==> src/hdl/hcx_pkg.sv <==
// shared types, constants and the mod-26 reduction of the 2x2 hill cipher encryptor
package hcx_pkg;

   localparam int LETTER_W = 5;
   localparam int PROD_W   = 2 * LETTER_W;
   localparam int SUM_W    = PROD_W + 1;

   localparam logic [LETTER_W-1:0] HILL_MOD = 5'd26;
   localparam logic [LETTER_W-1:0] HILL_PAD = 5'd23;

   // reciprocal of 26 scaled by 2^16, exact for every sum of two 5x5 products
   localparam int          RECIP_SHIFT = 16;
   localparam logic [11:0] RECIP_26    = 12'd2521;
   localparam int          RECIP_W     = 12;
   localparam int          QUOT_W      = 7;

   typedef enum logic [1:0] {
      CSR_KEY_R0C0 = 2'd0,
      CSR_KEY_R0C1 = 2'd1,
      CSR_KEY_R1C0 = 2'd2,
      CSR_KEY_R1C1 = 2'd3
   } csr_index_type;

   typedef struct packed {
      logic [LETTER_W-1:0] letter;
      logic                end_of_message;
   } req_type;

   typedef struct packed {
      logic [LETTER_W-1:0] cipher_letter;
      logic                last_out;
   } rsp_type;

   typedef struct packed {
      logic [LETTER_W-1:0] p0;
      logic [LETTER_W-1:0] p1;
      logic                last;
   } pair_type;

   typedef struct packed {
      logic [LETTER_W-1:0] r0c0;
      logic [LETTER_W-1:0] r0c1;
      logic [LETTER_W-1:0] r1c0;
      logic [LETTER_W-1:0] r1c1;
   } key_type;

   function automatic logic [LETTER_W-1:0] mod26(input logic [SUM_W-1:0] sum);
      logic [SUM_W+RECIP_W-1:0] scaled;
      logic [QUOT_W-1:0]        quot;
      logic [SUM_W-1:0]         rem;
      scaled = {{RECIP_W{1'b0}}, sum} * {{SUM_W{1'b0}}, RECIP_26};
      quot   = scaled[RECIP_SHIFT +: QUOT_W];
      rem    = sum - SUM_W'({quot, 4'b0} + {1'b0, quot, 3'b0} + {quot, 1'b0});
      return rem[LETTER_W-1:0];
   endfunction

endpackage

==> src/hdl/hcx_front.sv <==
// front end: pairs up incoming letters and pads a lone last letter with x
module hcx_front (
   input  logic              clock,
   input  logic              reset,
   input  logic              req_push,
   input  hcx_pkg::req_type  req_data,
   input  logic              pair_full,
   output logic              req_full,
   output logic              pair_push,
   output hcx_pkg::pair_type pair_data
);
   import hcx_pkg::*;

   logic [LETTER_W-1:0] held_ff;
   logic [LETTER_W-1:0] held_in;
   logic                half_ff;
   logic                half_in;
   logic                accept;

   assign req_full = pair_full;
   assign accept   = req_push && !pair_full;

   always_comb begin
      held_in   = held_ff;
      half_in   = half_ff;
      pair_push = 1'b0;
      pair_data = '{p0: held_ff, p1: req_data.letter, last: req_data.end_of_message};
      if (accept) begin
         if (half_ff) begin
            pair_push = 1'b1;
            half_in   = 1'b0;
         end else if (req_data.end_of_message) begin
            pair_push = 1'b1;
            pair_data = '{p0: req_data.letter, p1: HILL_PAD, last: 1'b1};
         end else begin
            held_in = req_data.letter;
            half_in = 1'b1;
         end
      end
   end

   always_ff @(posedge clock) begin
      if (reset) begin
         half_ff <= 1'b0;
         held_ff <= '0;
      end else begin
         half_ff <= half_in;
         held_ff <= held_in;
      end
   end

endmodule

==> src/hdl/hcx_pair_queue.sv <==
// two-entry queue of letter pairs between front and back
module hcx_pair_queue (
   input  logic              clock,
   input  logic              reset,
   input  logic              push,
   input  hcx_pkg::pair_type push_data,
   input  logic              pop,
   output logic              full,
   output logic              empty,
   output hcx_pkg::pair_type pop_data
);
   import hcx_pkg::*;

   pair_type   mem_ff [2];
   logic       wr_ptr_ff;
   logic       wr_ptr_in;
   logic       rd_ptr_ff;
   logic       rd_ptr_in;
   logic [1:0] count_ff;
   logic [1:0] count_in;
   logic       do_push;
   logic       do_pop;

   assign full     = (count_ff == 2'd2);
   assign empty    = (count_ff == 2'd0);
   assign pop_data = mem_ff[rd_ptr_ff];
   assign do_push  = push && !full;
   assign do_pop   = pop && !empty;

   always_comb begin
      wr_ptr_in = do_push ? !wr_ptr_ff : wr_ptr_ff;
      rd_ptr_in = do_pop ? !rd_ptr_ff : rd_ptr_ff;
      count_in  = count_ff + {1'b0, do_push} - {1'b0, do_pop};
   end

   always_ff @(posedge clock) begin
      if (reset) begin
         wr_ptr_ff <= 1'b0;
         rd_ptr_ff <= 1'b0;
         count_ff  <= 2'd0;
      end else begin
         wr_ptr_ff <= wr_ptr_in;
         rd_ptr_ff <= rd_ptr_in;
         count_ff  <= count_in;
      end
   end

   always_ff @(posedge clock) begin
      if (do_push) begin
         mem_ff[wr_ptr_ff] <= push_data;
      end
   end

endmodule

==> src/hdl/hcx_back.sv <==
// back end: one key row per unstalled cycle, dot product mod 26, result queue
module hcx_back #(
   parameter int RSP_DEPTH = 4
) (
   input  logic              clock,
   input  logic              reset,
   input  hcx_pkg::key_type  key,
   input  logic              pair_empty,
   input  hcx_pkg::pair_type pair_data,
   output logic              pair_pop,
   input  logic              rsp_pop,
   output logic              rsp_empty,
   output hcx_pkg::rsp_type  rsp_data
);
   import hcx_pkg::*;

   localparam int PTR_W = (RSP_DEPTH > 1) ? $clog2(RSP_DEPTH) : 1;
   localparam int CNT_W = $clog2(RSP_DEPTH + 1);
   localparam logic [PTR_W-1:0] PTR_LAST = PTR_W'(RSP_DEPTH - 1);
   localparam logic [CNT_W:0]   DEPTH_C  = (CNT_W+1)'(RSP_DEPTH);

   logic                row_ff;
   logic                row_in;
   logic                s1_valid_ff;
   logic                s1_valid_in;
   logic [SUM_W-1:0]    s1_sum_ff;
   logic [SUM_W-1:0]    s1_sum_in;
   logic                s1_last_ff;
   logic                s1_last_in;
   logic                issue;
   logic [LETTER_W-1:0] ka;
   logic [LETTER_W-1:0] kb;
   logic [PROD_W-1:0]   prod_a;
   logic [PROD_W-1:0]   prod_b;

   rsp_type             mem_ff [RSP_DEPTH];
   logic [PTR_W-1:0]    wr_ptr_ff;
   logic [PTR_W-1:0]    wr_ptr_in;
   logic [PTR_W-1:0]    rd_ptr_ff;
   logic [PTR_W-1:0]    rd_ptr_in;
   logic [CNT_W-1:0]    count_ff;
   logic [CNT_W-1:0]    count_in;
   logic                do_pop;
   rsp_type             wr_data;

   // credit check counts the result still in the product stage
   assign issue = !pair_empty &&
                  (({1'b0, count_ff} + {{CNT_W{1'b0}}, s1_valid_ff}) < DEPTH_C);
   assign pair_pop = issue && row_ff;

   always_comb begin
      ka          = row_ff ? key.r1c0 : key.r0c0;
      kb          = row_ff ? key.r1c1 : key.r0c1;
      prod_a      = {{LETTER_W{1'b0}}, ka} * {{LETTER_W{1'b0}}, pair_data.p0};
      prod_b      = {{LETTER_W{1'b0}}, kb} * {{LETTER_W{1'b0}}, pair_data.p1};
      s1_sum_in   = {1'b0, prod_a} + {1'b0, prod_b};
      s1_last_in  = row_ff && pair_data.last;
      s1_valid_in = issue;
      row_in      = issue ? !row_ff : row_ff;
   end

   always_ff @(posedge clock) begin
      if (reset) begin
         row_ff      <= 1'b0;
         s1_valid_ff <= 1'b0;
      end else begin
         row_ff      <= row_in;
         s1_valid_ff <= s1_valid_in;
      end
   end

   always_ff @(posedge clock) begin
      if (issue) begin
         s1_sum_ff  <= s1_sum_in;
         s1_last_ff <= s1_last_in;
      end
   end

   assign wr_data   = '{cipher_letter: mod26(s1_sum_ff), last_out: s1_last_ff};
   assign rsp_empty = (count_ff == '0);
   assign rsp_data  = mem_ff[rd_ptr_ff];
   assign do_pop    = rsp_pop && !rsp_empty;

   always_comb begin
      wr_ptr_in = wr_ptr_ff;
      rd_ptr_in = rd_ptr_ff;
      if (s1_valid_ff) begin
         wr_ptr_in = (wr_ptr_ff == PTR_LAST) ? '0 : wr_ptr_ff + 1'b1;
      end
      if (do_pop) begin
         rd_ptr_in = (rd_ptr_ff == PTR_LAST) ? '0 : rd_ptr_ff + 1'b1;
      end
      count_in = count_ff + {{(CNT_W-1){1'b0}}, s1_valid_ff}
                          - {{(CNT_W-1){1'b0}}, do_pop};
   end

   always_ff @(posedge clock) begin
      if (reset) begin
         wr_ptr_ff <= '0;
         rd_ptr_ff <= '0;
         count_ff  <= '0;
      end else begin
         wr_ptr_ff <= wr_ptr_in;
         rd_ptr_ff <= rd_ptr_in;
         count_ff  <= count_in;
      end
   end

   always_ff @(posedge clock) begin
      if (s1_valid_ff) begin
         mem_ff[wr_ptr_ff] <= wr_data;
      end
   end

endmodule

==> src/hdl/hill_cipher_2x2_encrypt.sv <==
// top level of the 2x2 hill cipher encryptor: key registers, front, pair queue, back
//
//   channel   ports                              direction  moves
//   request   req_push / req_full / req_data     in         one plaintext letter
//   response  rsp_pop / rsp_empty / rsp_data     out        one cipher letter
//   csr       csr_valid / csr_ready / csr_index  in         one key element write
//             csr_wdata
//
// one letter is taken per cycle while req_full is low; a pair gives two cipher letters,
// one per unstalled cycle, set by the single key-row multiply-add unit in the back end
// the request that completes a pair goes into the pair queue, its row-0 sum into the
// product register and then, reduced mod 26, into the response queue; row 1 follows
// synchronous reset clears the held letter, both queues and the key registers
// req_full follows the pair queue only, so a stalled rsp side backs up through it
module hill_cipher_2x2_encrypt #(
   parameter int RSP_DEPTH = 4
) (
   input  logic                   clock,
   input  logic                   reset,
   // request side
   input  logic                   req_push,
   input  hcx_pkg::req_type       req_data,
   output logic                   req_full,
   // response side
   input  logic                   rsp_pop,
   output logic                   rsp_empty,
   output hcx_pkg::rsp_type       rsp_data,
   // key register writes
   input  logic                   csr_valid,
   output logic                   csr_ready,
   input  hcx_pkg::csr_index_type csr_index,
   input  logic [4:0]             csr_wdata
);
   import hcx_pkg::*;

   key_type  key_ff;
   key_type  key_in;
   logic     pair_push;
   pair_type front_pair;
   logic     pair_full;
   logic     pair_empty;
   logic     pair_pop;
   pair_type queue_pair;

   // key writes always land at once
   assign csr_ready = 1'b1;

   always_comb begin
      key_in = key_ff;
      if (csr_valid) begin
         case (csr_index)
            CSR_KEY_R0C0: key_in.r0c0 = csr_wdata;
            CSR_KEY_R0C1: key_in.r0c1 = csr_wdata;
            CSR_KEY_R1C0: key_in.r1c0 = csr_wdata;
            CSR_KEY_R1C1: key_in.r1c1 = csr_wdata;
            default:      key_in      = key_ff;
         endcase
      end
   end

   always_ff @(posedge clock) begin
      if (reset) begin
         key_ff <= '0;
      end else begin
         key_ff <= key_in;
      end
   end

   // pairing of letters and padding of a lone last letter
   hcx_front u_front (
      .clock     (clock),
      .reset     (reset),
      .req_push  (req_push),
      .req_data  (req_data),
      .pair_full (pair_full),
      .req_full  (req_full),
      .pair_push (pair_push),
      .pair_data (front_pair)
   );

   // decouples pairing from the row-by-row sequencing of the back end
   hcx_pair_queue u_pair_queue (
      .clock     (clock),
      .reset     (reset),
      .push      (pair_push),
      .push_data (front_pair),
      .pop       (pair_pop),
      .full      (pair_full),
      .empty     (pair_empty),
      .pop_data  (queue_pair)
   );

   // row 0 then row 1 of the key against each pair, results into the response queue
   hcx_back #(
      .RSP_DEPTH (RSP_DEPTH)
   ) u_back (
      .clock      (clock),
      .reset      (reset),
      .key        (key_ff),
      .pair_empty (pair_empty),
      .pair_data  (queue_pair),
      .pair_pop   (pair_pop),
      .rsp_pop    (rsp_pop),
      .rsp_empty  (rsp_empty),
      .rsp_data   (rsp_data)
   );

endmodule

==> config.mk <==
export PLATFORM = sky130hd
export DESIGN_NAME = hill_cipher_2x2_encrypt
export DESIGN_NICKNAME = d
export VERILOG_FILES = /design/src/hdl/hcx_pkg.sv /design/src/hdl/hcx_front.sv /design/src/hdl/hcx_pair_queue.sv /design/src/hdl/hcx_back.sv /design/src/hdl/hill_cipher_2x2_encrypt.sv
export SDC_FILE = /design/constraint.sdc
export NUM_CORES = 1
export LEC_CHECK = 0
export ABC_AREA = 1
export BUFFER_PORTS_ARGS = -buffer_cell sky130_fd_sc_hd__buf_2
export CORE_ASPECT_RATIO = 1.4
export CORE_MARGIN = 3
export CORE_UTILIZATION = 35
export CTS_CLUSTER_DIAMETER = 40
export DETAILED_ROUTE_END_ITERATION = 10
export GPL_TIMING_DRIVEN = 1
export SETUP_SLACK_MARGIN = 0.05
export SLEW_MARGIN = 10
export SYNTH_ARGS = -nofsm -noshare
export SYNTH_HDL_FRONTEND = slang
export SYNTH_HIERARCHICAL = 1
export SYNTH_SLANG_ARGS = --single-unit
export TNS_END_PERCENT = 50
==> constraint.sdc <==
create_clock -name clock -period 11 [get_ports clock]
set_input_delay 1.1 -clock clock [delete_from_list [all_inputs] [get_ports clock]]
set_output_delay 1.1 -clock clock [all_outputs]
set_load 0.005 [all_outputs]
* After elaboration in Yosys (flattened, before gate mapping) *
Memory sizes are Yosys's and may differ from the RTL's. A register that Yosys moved wholly into a read port is not among the register bits.
Index checks and enable logic that the tools add are counted.

storage, ports and cells
  register bits = 51
  bits in latches = 0
  RAM bits = 46
  bits of input ports = 18
  bits in read-only memories = 0
  output and inout bits = 9
  logic and storage cells = 82
  memories kept = 2

memory list
  memory               words  width  read ports  clocked after Yosys merged registers in  write ports  line                  RTL
  u_back.mem_ff        4      6      1           1                                        1            hcx_back.sv:36        rsp_type mem_ff [RSP_DEPTH];
  u_pair_queue.mem_ff  2      11     1           1                                        1            hcx_pair_queue.sv:14  pair_type mem_ff [2];

operators by class
  shifts and indexed selects = 0
  div/mod/pow operators = 0
  bitwise logic cells = 2
  $mul = 3
  reduce and logical (&&, ||, !) cells = 21
  add/subtract/negate cells = 11
  magnitude comparators = 1
  eq/ne operators = 6
  multiplexer cells = 20

operators with widths
  kind                      number
  $mux W11                  3
  $mul A11 B12 Y20 const B  1
  $mul A5 B5 Y10            2
  $add A10 B10 Y11          1
  $mux W1                   11
  $add A5 B5 Y5             2
  $eq A2 B2 Y1 const B      5
  $mux W5                   2
  $mux W2                   4
  $reduce_and A2 Y1         4
  $logic_and A1 B1 Y1       7
  $logic_not A1 Y1          6
  $sub A5 B5 Y5             1
  $add A2 B1 Y2 const B     2
  $add A3 B1 Y4             1
  $logic_not A2 Y1          2
  $lt A4 B3 Y1 const B      1
  $add A3 B1 Y3             1
  $logic_not A3 Y1          1
  $reduce_and A3 Y1         1
  $sub A3 B1 Y3             1
  $add A2 B1 Y2             1
  $eq A2 B1 Y1 const B      1
  $not A1 Y1                2
  $sub A2 B1 Y2             1

* Longest topological paths before layout *
Gate-level depths: netlist of the first run.

  depth in word-level cells = 7
  mapped depth = 33
  mapped depth without buffers = 33

* Hierarchy *
Netlist of the first run, hierarchy kept.

modules (own cells, without submodules)
  module                   times used  seq. area each (µm²)  cells an instance  area each (µm²)
  hcx_back                 1           1301.2                645                5854.4
  hcx_pair_queue           1           760.7                 73                 1084.8
  hill_cipher_2x2_encrypt  1           400.4                 132                862.1
  hcx_front                1           120.1                 68                 397.9

* Worst setup path after synthesis of the first run *
Ideal clock, no wire load.

  path type = register to register
  from = reg u_back.s1_sum_ff[2]
  to = mem u_back/mem_ff[0][5] in the netlist's numbering, data pin
  stages on the path, launching flop included = 29
  data required time = 10742 ps
  data arrival time = 5790 ps
  path slack = 4952 ps
  setup time = 258 ps
  period minus slack after synthesis = 6048 ps
  cells stage by stage = edfxtp_1 -> fa_1 -> inv_1 -> fa_1 -> inv_1 -> fa_1 -> fa_1 -> inv_1 -> fa_1 -> inv_1 -> ha_1 -> a21oi_1 -> o21ai_1 -> nor2_1 -> nand2_2 -> a21oi_1 -> xnor2_1 -> ha_1 -> ha_1 -> inv_1 -> ha_1 -> a21oi_1 -> inv_1 -> nand2_1 -> nand2_1 -> nand3_1 -> nand2_1 -> nor2_1 -> nor2_2

RTL lines
  what                    line            RTL
  start, declared         hcx_back.sv:26  logic [SUM_W-1:0] s1_sum_ff;
  start signal, assigned  hcx_back.sv:74  s1_sum_ff <= s1_sum_in;
  end, declared           hcx_back.sv:36

==> out/results.ini, run 1 <==
[outcome]
outcome=finished clean

[clock_tree]
cts_resized=0
clkSinkCount=100
cts_htree_levels=3
ctsLongestPathBuffers=2
number_of_buffers_added_for_setup_after_cts=0
clkSlewWorstSetupHoldPaths_ps=80
clock_insertion_delay_worst_skew_ps=350
cts_hold_buf=0
clock_tree_root_buffer_cell=clkbuf_16
cts_made_buffers=9
cts_tree=yes

[synth]
synth_warnings=6
mappedNetlistNets=1109
postSynthRegisterBits=100
post_synth.cell_area_avg_um2=8.931
mappedNetlistArea_um2=8199
synth-seq-area-share_pct=31.50
syn-instance-count=918
post_synth_num_cell_types=36

[timing]
grt_setup_unrepaired=no
hold_vio_cnt_final=0
max_clock_freq_mhz=155.4
setup-tns-final_ps=0
final_period_minus_worst_setup_slack_ps=6435
timing.max_slew.rel_slack_pct=38.02
slew_viol_final=0
worst_slew_pin_slew_ps=926.4
hold_ws_ps=482.4
final.period_utilization_pct=58.50
fin_skew_ps=7.092
setup-violations-final=0

[critical_path]
crit_path_frequent_cell=inv_1
path_max_fanout=7
required_ps=11100
cp_slowest_cell=edfxtp_1
reg2reg_from=u_back/s1_sum_ff[4]$_DFFE_PP_
setup_crit_start_kind=flip-flop
worst-setup-path-type=flip-flop to flip-flop
timing.critical_path.from=u_back/s1_sum_ff[4]$_DFFE_PP_
timing.critical_path.slowest_cell_delay_ps=560
endpoint_kind=flip-flop
critPathArrivalTime_ps=6540

[route]
detail-route-antenna-nets=0
num_vias=5625
routed_wirelength_mm=15.42
detailedRoute.firstIterationViolations=228
drt-vias-per-instance=4.511
routedWlPerCell_um=12.37
drtPass1Iterations=4
remaining_drc_errors=0

[min_path]
min-delay-start=u_front/held_ff[3]$_SDFFE_PP0P_
min-delay-path-class=flip-flop to flip-flop

[grt]
grt_overflow_total=0
grt_util_all_layers_pct=12.92
vias_in_the_first_global_route=5872
grt_antenna_before_repair=0
grt_pass1_wl_mm=26.79
grt_max_degree=22

[final_layout]
post_route_cells_drive_above_1_share_pct=8.879
layout_commonest_cell=inv_1
layout.cells.most_common_list=inv_1, nand2_1, nor2_1
fillCellCount=2311
area_growth_pct=8.897
layout.core_utilization_pct=39.21
antennaDiodeCount=0
final_net_count=1132

[floorplan]
start_util_pct=36.01
core_region_area_um2=22770
rows=65
pin_count=27
design.die.area_um2=25320
dieHeight_um=187.1
die_width_um=135.4

[flow_run]
max_cap_viol_count=0

[place]
place_hpwl_mm=13.03
gp_congestion=0.8238
port_buffers=25

==> layer usage <==
| layer | global-route usage [%] | up-vias | wire [µm] |
|---|---|---|---|
| met4 | 3.530 | 0 | 272 |
| met3 | 1.857 | 17 | 357 |
| met1 | 14.13 | 2661 | 6113 |
| met5 | 0 | - | 0 |
| li1 | - | 2901 | - |
| met2 | 25.35 | 46 | 8676 |
==> registers in the layout, indices dropped and copies added, names as in the netlist, named ones only <==
name	count
key_ff	20
u_back/count_ff	3
u_back/mem_ff	24
u_back/rd_ptr_ff	2
u_back/row_ff	1
u_back/s1_last_ff	1
u_back/s1_sum_ff	11
u_back/s1_valid_ff	1
u_back/wr_ptr_ff	2
u_front/half_ff	1
u_front/held_ff	5
u_pair_queue/count_ff	2
u_pair_queue/mem_ff	22
u_pair_queue/rd_ptr_ff	1
u_pair_queue/wr_ptr_ff	1
==> final timing paths <==
| path | to | slack, ps | cells after the start |
|---|---|---|---|
| worst min register to register | u_front/held_ff[3]$_SDFFE_PP0P_ | 480 | 2 |
| worst max register to register | u_back/mem_ff[2][5]$_DFFE_PP_ | 4570 | 28 |
| worst min-delay path | u_front/held_ff[3]$_SDFFE_PP0P_ | 480 | 2 |
| worst max-delay path | u_back/mem_ff[2][5]$_DFFE_PP_ | 4570 | 28 |
==> cell families (layout without fill, tap and decap cells) <==
group                      count (synthesis)  in the layout  synth area share (%)
and+or+nand+nor                          329            329                 16.76
buffers and inverters                    213            241                 10.18
adders and majority gates                173            173                 32.63
DFF                                      100            100                 31.50
AOI/OAI and AO/OA                         68             68                 4.349
muxes                                     19             19                 2.945
xor gates and xnor gates                  15             15                 1.602
other                                      1              1               0.04574
==> critical path: cells and delay by family (launching register included) <==
family	cells	cell delay [ps]
adder cells (fa/ha/maj)	9	3730
AND/OR/NAND/NOR	8	750
AO/OA/AOI/OAI	4	690
flip-flops	1	560
buffers and inverters	6	300
XOR/XNOR	1	140
==> Yosys cell counts <==
cell	count	area (µm²)
a211oi_1	1	7.510
a21oi_1	38	190.2
and2_1	1	6.260
and3_1	1	6.260
buf_2	4	20.02
buf_4	4	30.03
buf_6	2	22.52
clkbuf_1	3	11.26
conb_1	1	3.750
dfxtp_1	42	840.8
edfxtp_1	58	1742
fa_1	68	1361
ha_1	105	1314
inv_1	196	735.7
inv_2	4	15.01
mux2_2	1	11.26
mux2_4	10	150.1
mux2i_1	8	80.08
nand2_1	143	536.8
nand2_2	9	56.30
nand3_1	25	125.1
nand3_2	4	40.04
nand3b_1	1	7.510
nand4_1	2	12.51
nor2_1	125	469.2
nor2_2	6	37.54
nor2_4	1	11.26
nor3_1	3	15.01
o2111ai_1	1	8.760
o211ai_1	1	7.510
o21ai_0	20	100.1
o21ai_1	1	5.000
o22ai_1	6	37.54
or2_2	8	50.05
xnor2_1	6	52.55
xor2_1	9	78.83
==> per-stage QoR <==
stage / cell area [µm²] / setup slack, ps / instances
6_report: 8929 / 4565 / 1247
5_1_grt: 8929 / 4205 / 1247
4_1_cts: 8929 / 4567 / 1247
3_5_place_dp: 8617 / 4577 / 1231
3_3_place_gp: 8617 / 4750 / 1231
2_1_floorplan: 8199 / 4952 / 918
==> final cells by class <==
class / instances / area [µm²] / area share (%)
clock buffers: 9 / 225.2 / 2.522
well taps: 301 / 376.6 / 4.218
flip-flops and latches: 100 / 2582 / 28.92
multi-input cells: 605 / 4782 / 53.56
inverters: 200 / 750.7 / 8.408
repair buffers: 25 / 125.1 / 1.401
clock inverters: 7 / 86.33 / 0.9669
Power of run 1 is left out: the tool's default activity adds up to more than one toggle a clock period on the data nets, which glitch-free logic cannot reach.
==> inputs of run 2 (changes only) <==
Clock period 11 ns to 5.45 ns, I/O delays scaled along.
==> out/results.ini, run 2 (synthesis results as in run 1) <==
[final_layout]
fillCellCount=2248  ; -2.7%
post_route_cells_drive_above_1_share_pct=16.45  ; +7.6 points
area_growth_pct=15.78
final-seq-area_um2=2582  ; unchanged
final_net_count=1189  ; +5.0%
largest_register_ff_count=24  ; unchanged
antennaDiodeCount=0  ; unchanged
layout_commonest_cell=inv_1
layout.cells.most_common_list=inv_1, nand2_1, nor2_1
multi_input_comb_area_um2=4906  ; +2.6%
max_flop_register=u_back/mem_ff
largestRegisters=u_back/mem_ff x24, u_pair_queue/mem_ff x22, key_ff x20
final_non_filler_cells=1304  ; +4.6%
final_cell_area_um2=9493  ; +6.3%

[grt]
global_route.usage.met2_pct=24.65  ; -0.69 points
grt_antenna_before_repair=0  ; unchanged
grt_util_all_layers_pct=13.15  ; +0.23 points
global_route.usage.met1_pct=15.03  ; +0.90 points
met3_usage_pct=1.749  ; -0.11 points
grt_pass1_wl_mm=27.02  ; +0.85%
vias_in_the_first_global_route=5911  ; +0.66%
grt_overflow_total=0  ; unchanged
grt_max_degree=22  ; unchanged
most_crowded_layer_gr=met2

[critical_path]
cp_slowest_cell=fa_1
worstReg2RegEnd=u_back/mem_ff[0][5]$_DFFE_PP_
path_max_fanout=4  ; -3
critPathBufInv=8  ; +2
worst_r2r_path_depth=32  ; +14%
timing.critical_path.from=u_back/s1_sum_ff[5]$_DFFE_PP_
endpoint_kind=flip-flop
regToRegSetupSlack_ps=-230  ; -4800 ps
worst-setup-path-type=flip-flop to flip-flop
cp_top_family=adder cells
timing.critical_path.slowest_cell_delay_ps=530  ; -30 ps
critPathArrivalTime_ps=5790  ; -750 ps
setup_crit_start_kind=flip-flop
reg2reg_from=u_back/s1_sum_ff[5]$_DFFE_PP_
required_ps=5560  ; -5540 ps

[min_path]
min_delay_worst_endpoint=u_pair_queue/mem_ff[1][0]$_DFFE_PP_
min-delay-start=req_data[0]
holdPathStages=1  ; -1
min-delay-path-class=input pin to flip-flop

[clock_tree]
cts_tree=yes
cts_made_buffers=9  ; unchanged
cts_htree_levels=3  ; unchanged
clkSinkCount=100  ; unchanged
cts_hold_buf=0  ; unchanged
ctsLongestPathBuffers=2  ; unchanged
clkSlewWorstSetupHoldPaths_ps=80  ; about the same
clock_tree_root_buffer_cell=clkbuf_16
clock_insertion_delay_worst_skew_ps=360  ; about the same

[timing]
worst_slew_pin_slew_ps=901.9  ; -24.47 ps
timing.max_slew.rel_slack_pct=39.65  ; +1.6 points
slew_viol_final=0  ; unchanged
fin_skew_ps=9.657  ; +2.565 ps
max_clock_freq_mhz=176.0  ; +13%
timing.final.ws_setup_ps=-231.7  ; -4797 ps
setup-tns-final_ps=-911.0  ; -911.0 ps
setup-violations-final=4  ; +4
final_period_minus_worst_setup_slack_ps=5682  ; -753.2 ps
grt_setup_unrepaired=yes
final.period_utilization_pct=104.3  ; +46 points
hold_vio_cnt_final=0  ; unchanged

[route]
drt-vias-per-instance=4.418  ; -2.1%
drtPass1Iterations=4  ; unchanged
num_vias=5761  ; +2.4%
remaining_drc_errors=0  ; unchanged
routedWlPerCell_um=11.98  ; -3.1%
detail-route-antenna-nets=0  ; unchanged
routed_wirelength_mm=15.62  ; +1.3%
detailedRoute.firstIterationViolations=238  ; +4.4%

[place]
place_hpwl_mm=12.95  ; -0.59%
port_buffers=25  ; unchanged
placedInstanceArea_um2=9081  ; +5.4%
gp_congestion=0.8075  ; -2.0%
dpl.cell_count=1284  ; +4.3%

[flow_run]
max_cap_viol_count=0  ; unchanged

[floorplan]
start_util_pct=36.01  ; unchanged
pin_count=27  ; unchanged
design.die.area_um2=25320  ; unchanged
dieHeight_um=187.1  ; unchanged
rows=65  ; unchanged
core_region_area_um2=22770  ; unchanged
die_width_um=135.4  ; unchanged

[outcome]
failing_checks=negative setup slack
outcome=finished with violations

==> run 2: cell count changes in the layout (fill, tap and decap cells not counted), moves of 2 or more <==
cell     previous run  this run
nand2_1           143       141
ha_1              105       101
buf_4               0        56
ha_4                0         4
nor2_4              1         3
inv_1             196       187
a21oi_2             0         4
a21oi_1            38        33
inv_2               4        13
==> run 2: repair_timing <==
item	CTS	global route
gates resized for setup	11	8
endpoints found under the hold margin	0	0
endpoints found under the setup margin	8	10
buffers inserted	3	3
pin swaps	7	7
==> run 2: cell type report <==
type	count	share of cell area (%)
repair buffers	82	5.958
flip-flops and latches	100	27.20
clock buffers	9	2.372
clock inverters	7	0.9095
well taps	301	3.967
multi-input cells	605	51.68
inverters	200	7.908
==> run 2: per-layer routing <==
metal,up-vias,part of all wire [%]
li1,3018,-
met1,2664,41
met2,58,55
met3,21,1.8
met4,0,2.2
met5,-,0
==> run 2: through the flow <==
stage | hold slack [ps] | worst slack [ps] | utilization (%)
finish | 406.8 | -231.7 | 41.69
global placement | 455.6 | -194.9 | 39.88
detailed placement | 466.0 | -274.8 | 39.88
global route | 403.9 | -559.2 | 41.69
CTS | 393.9 | -233.8 | 41.48
floorplan | 446.2 | -190.0 | -
==> run 2: how the worst max path moves through the flow <==
stage | end | cells past startpoint
3_3_place_gp | u_back/mem_ff[0][5]$_DFFE_PP_ | 30
2_1_floorplan | u_back/mem_ff[0][5]$_DFFE_PP_ | 30
6_report | u_back/mem_ff[0][5]$_DFFE_PP_ | 32
5_1_grt | u_back/mem_ff[0][5]$_DFFE_PP_ | 32
3_5_place_dp | u_back/mem_ff[2][5]$_DFFE_PP_ | 30
4_1_cts | u_back/mem_ff[0][5]$_DFFE_PP_ | 32
==> run 2: worst reg2reg max path: cells and delay by family, from the launching register on <==
family,cells,cell delay [ps]
AOI/OAI and AO/OA,3,320
xor gates and xnor gates,1,140
adders and majority gates,9,3510
buffers and inverters,8,410
DFF,1,400
and+or+nand+nor,11,700
Power of run 2 is left out for the same reason.
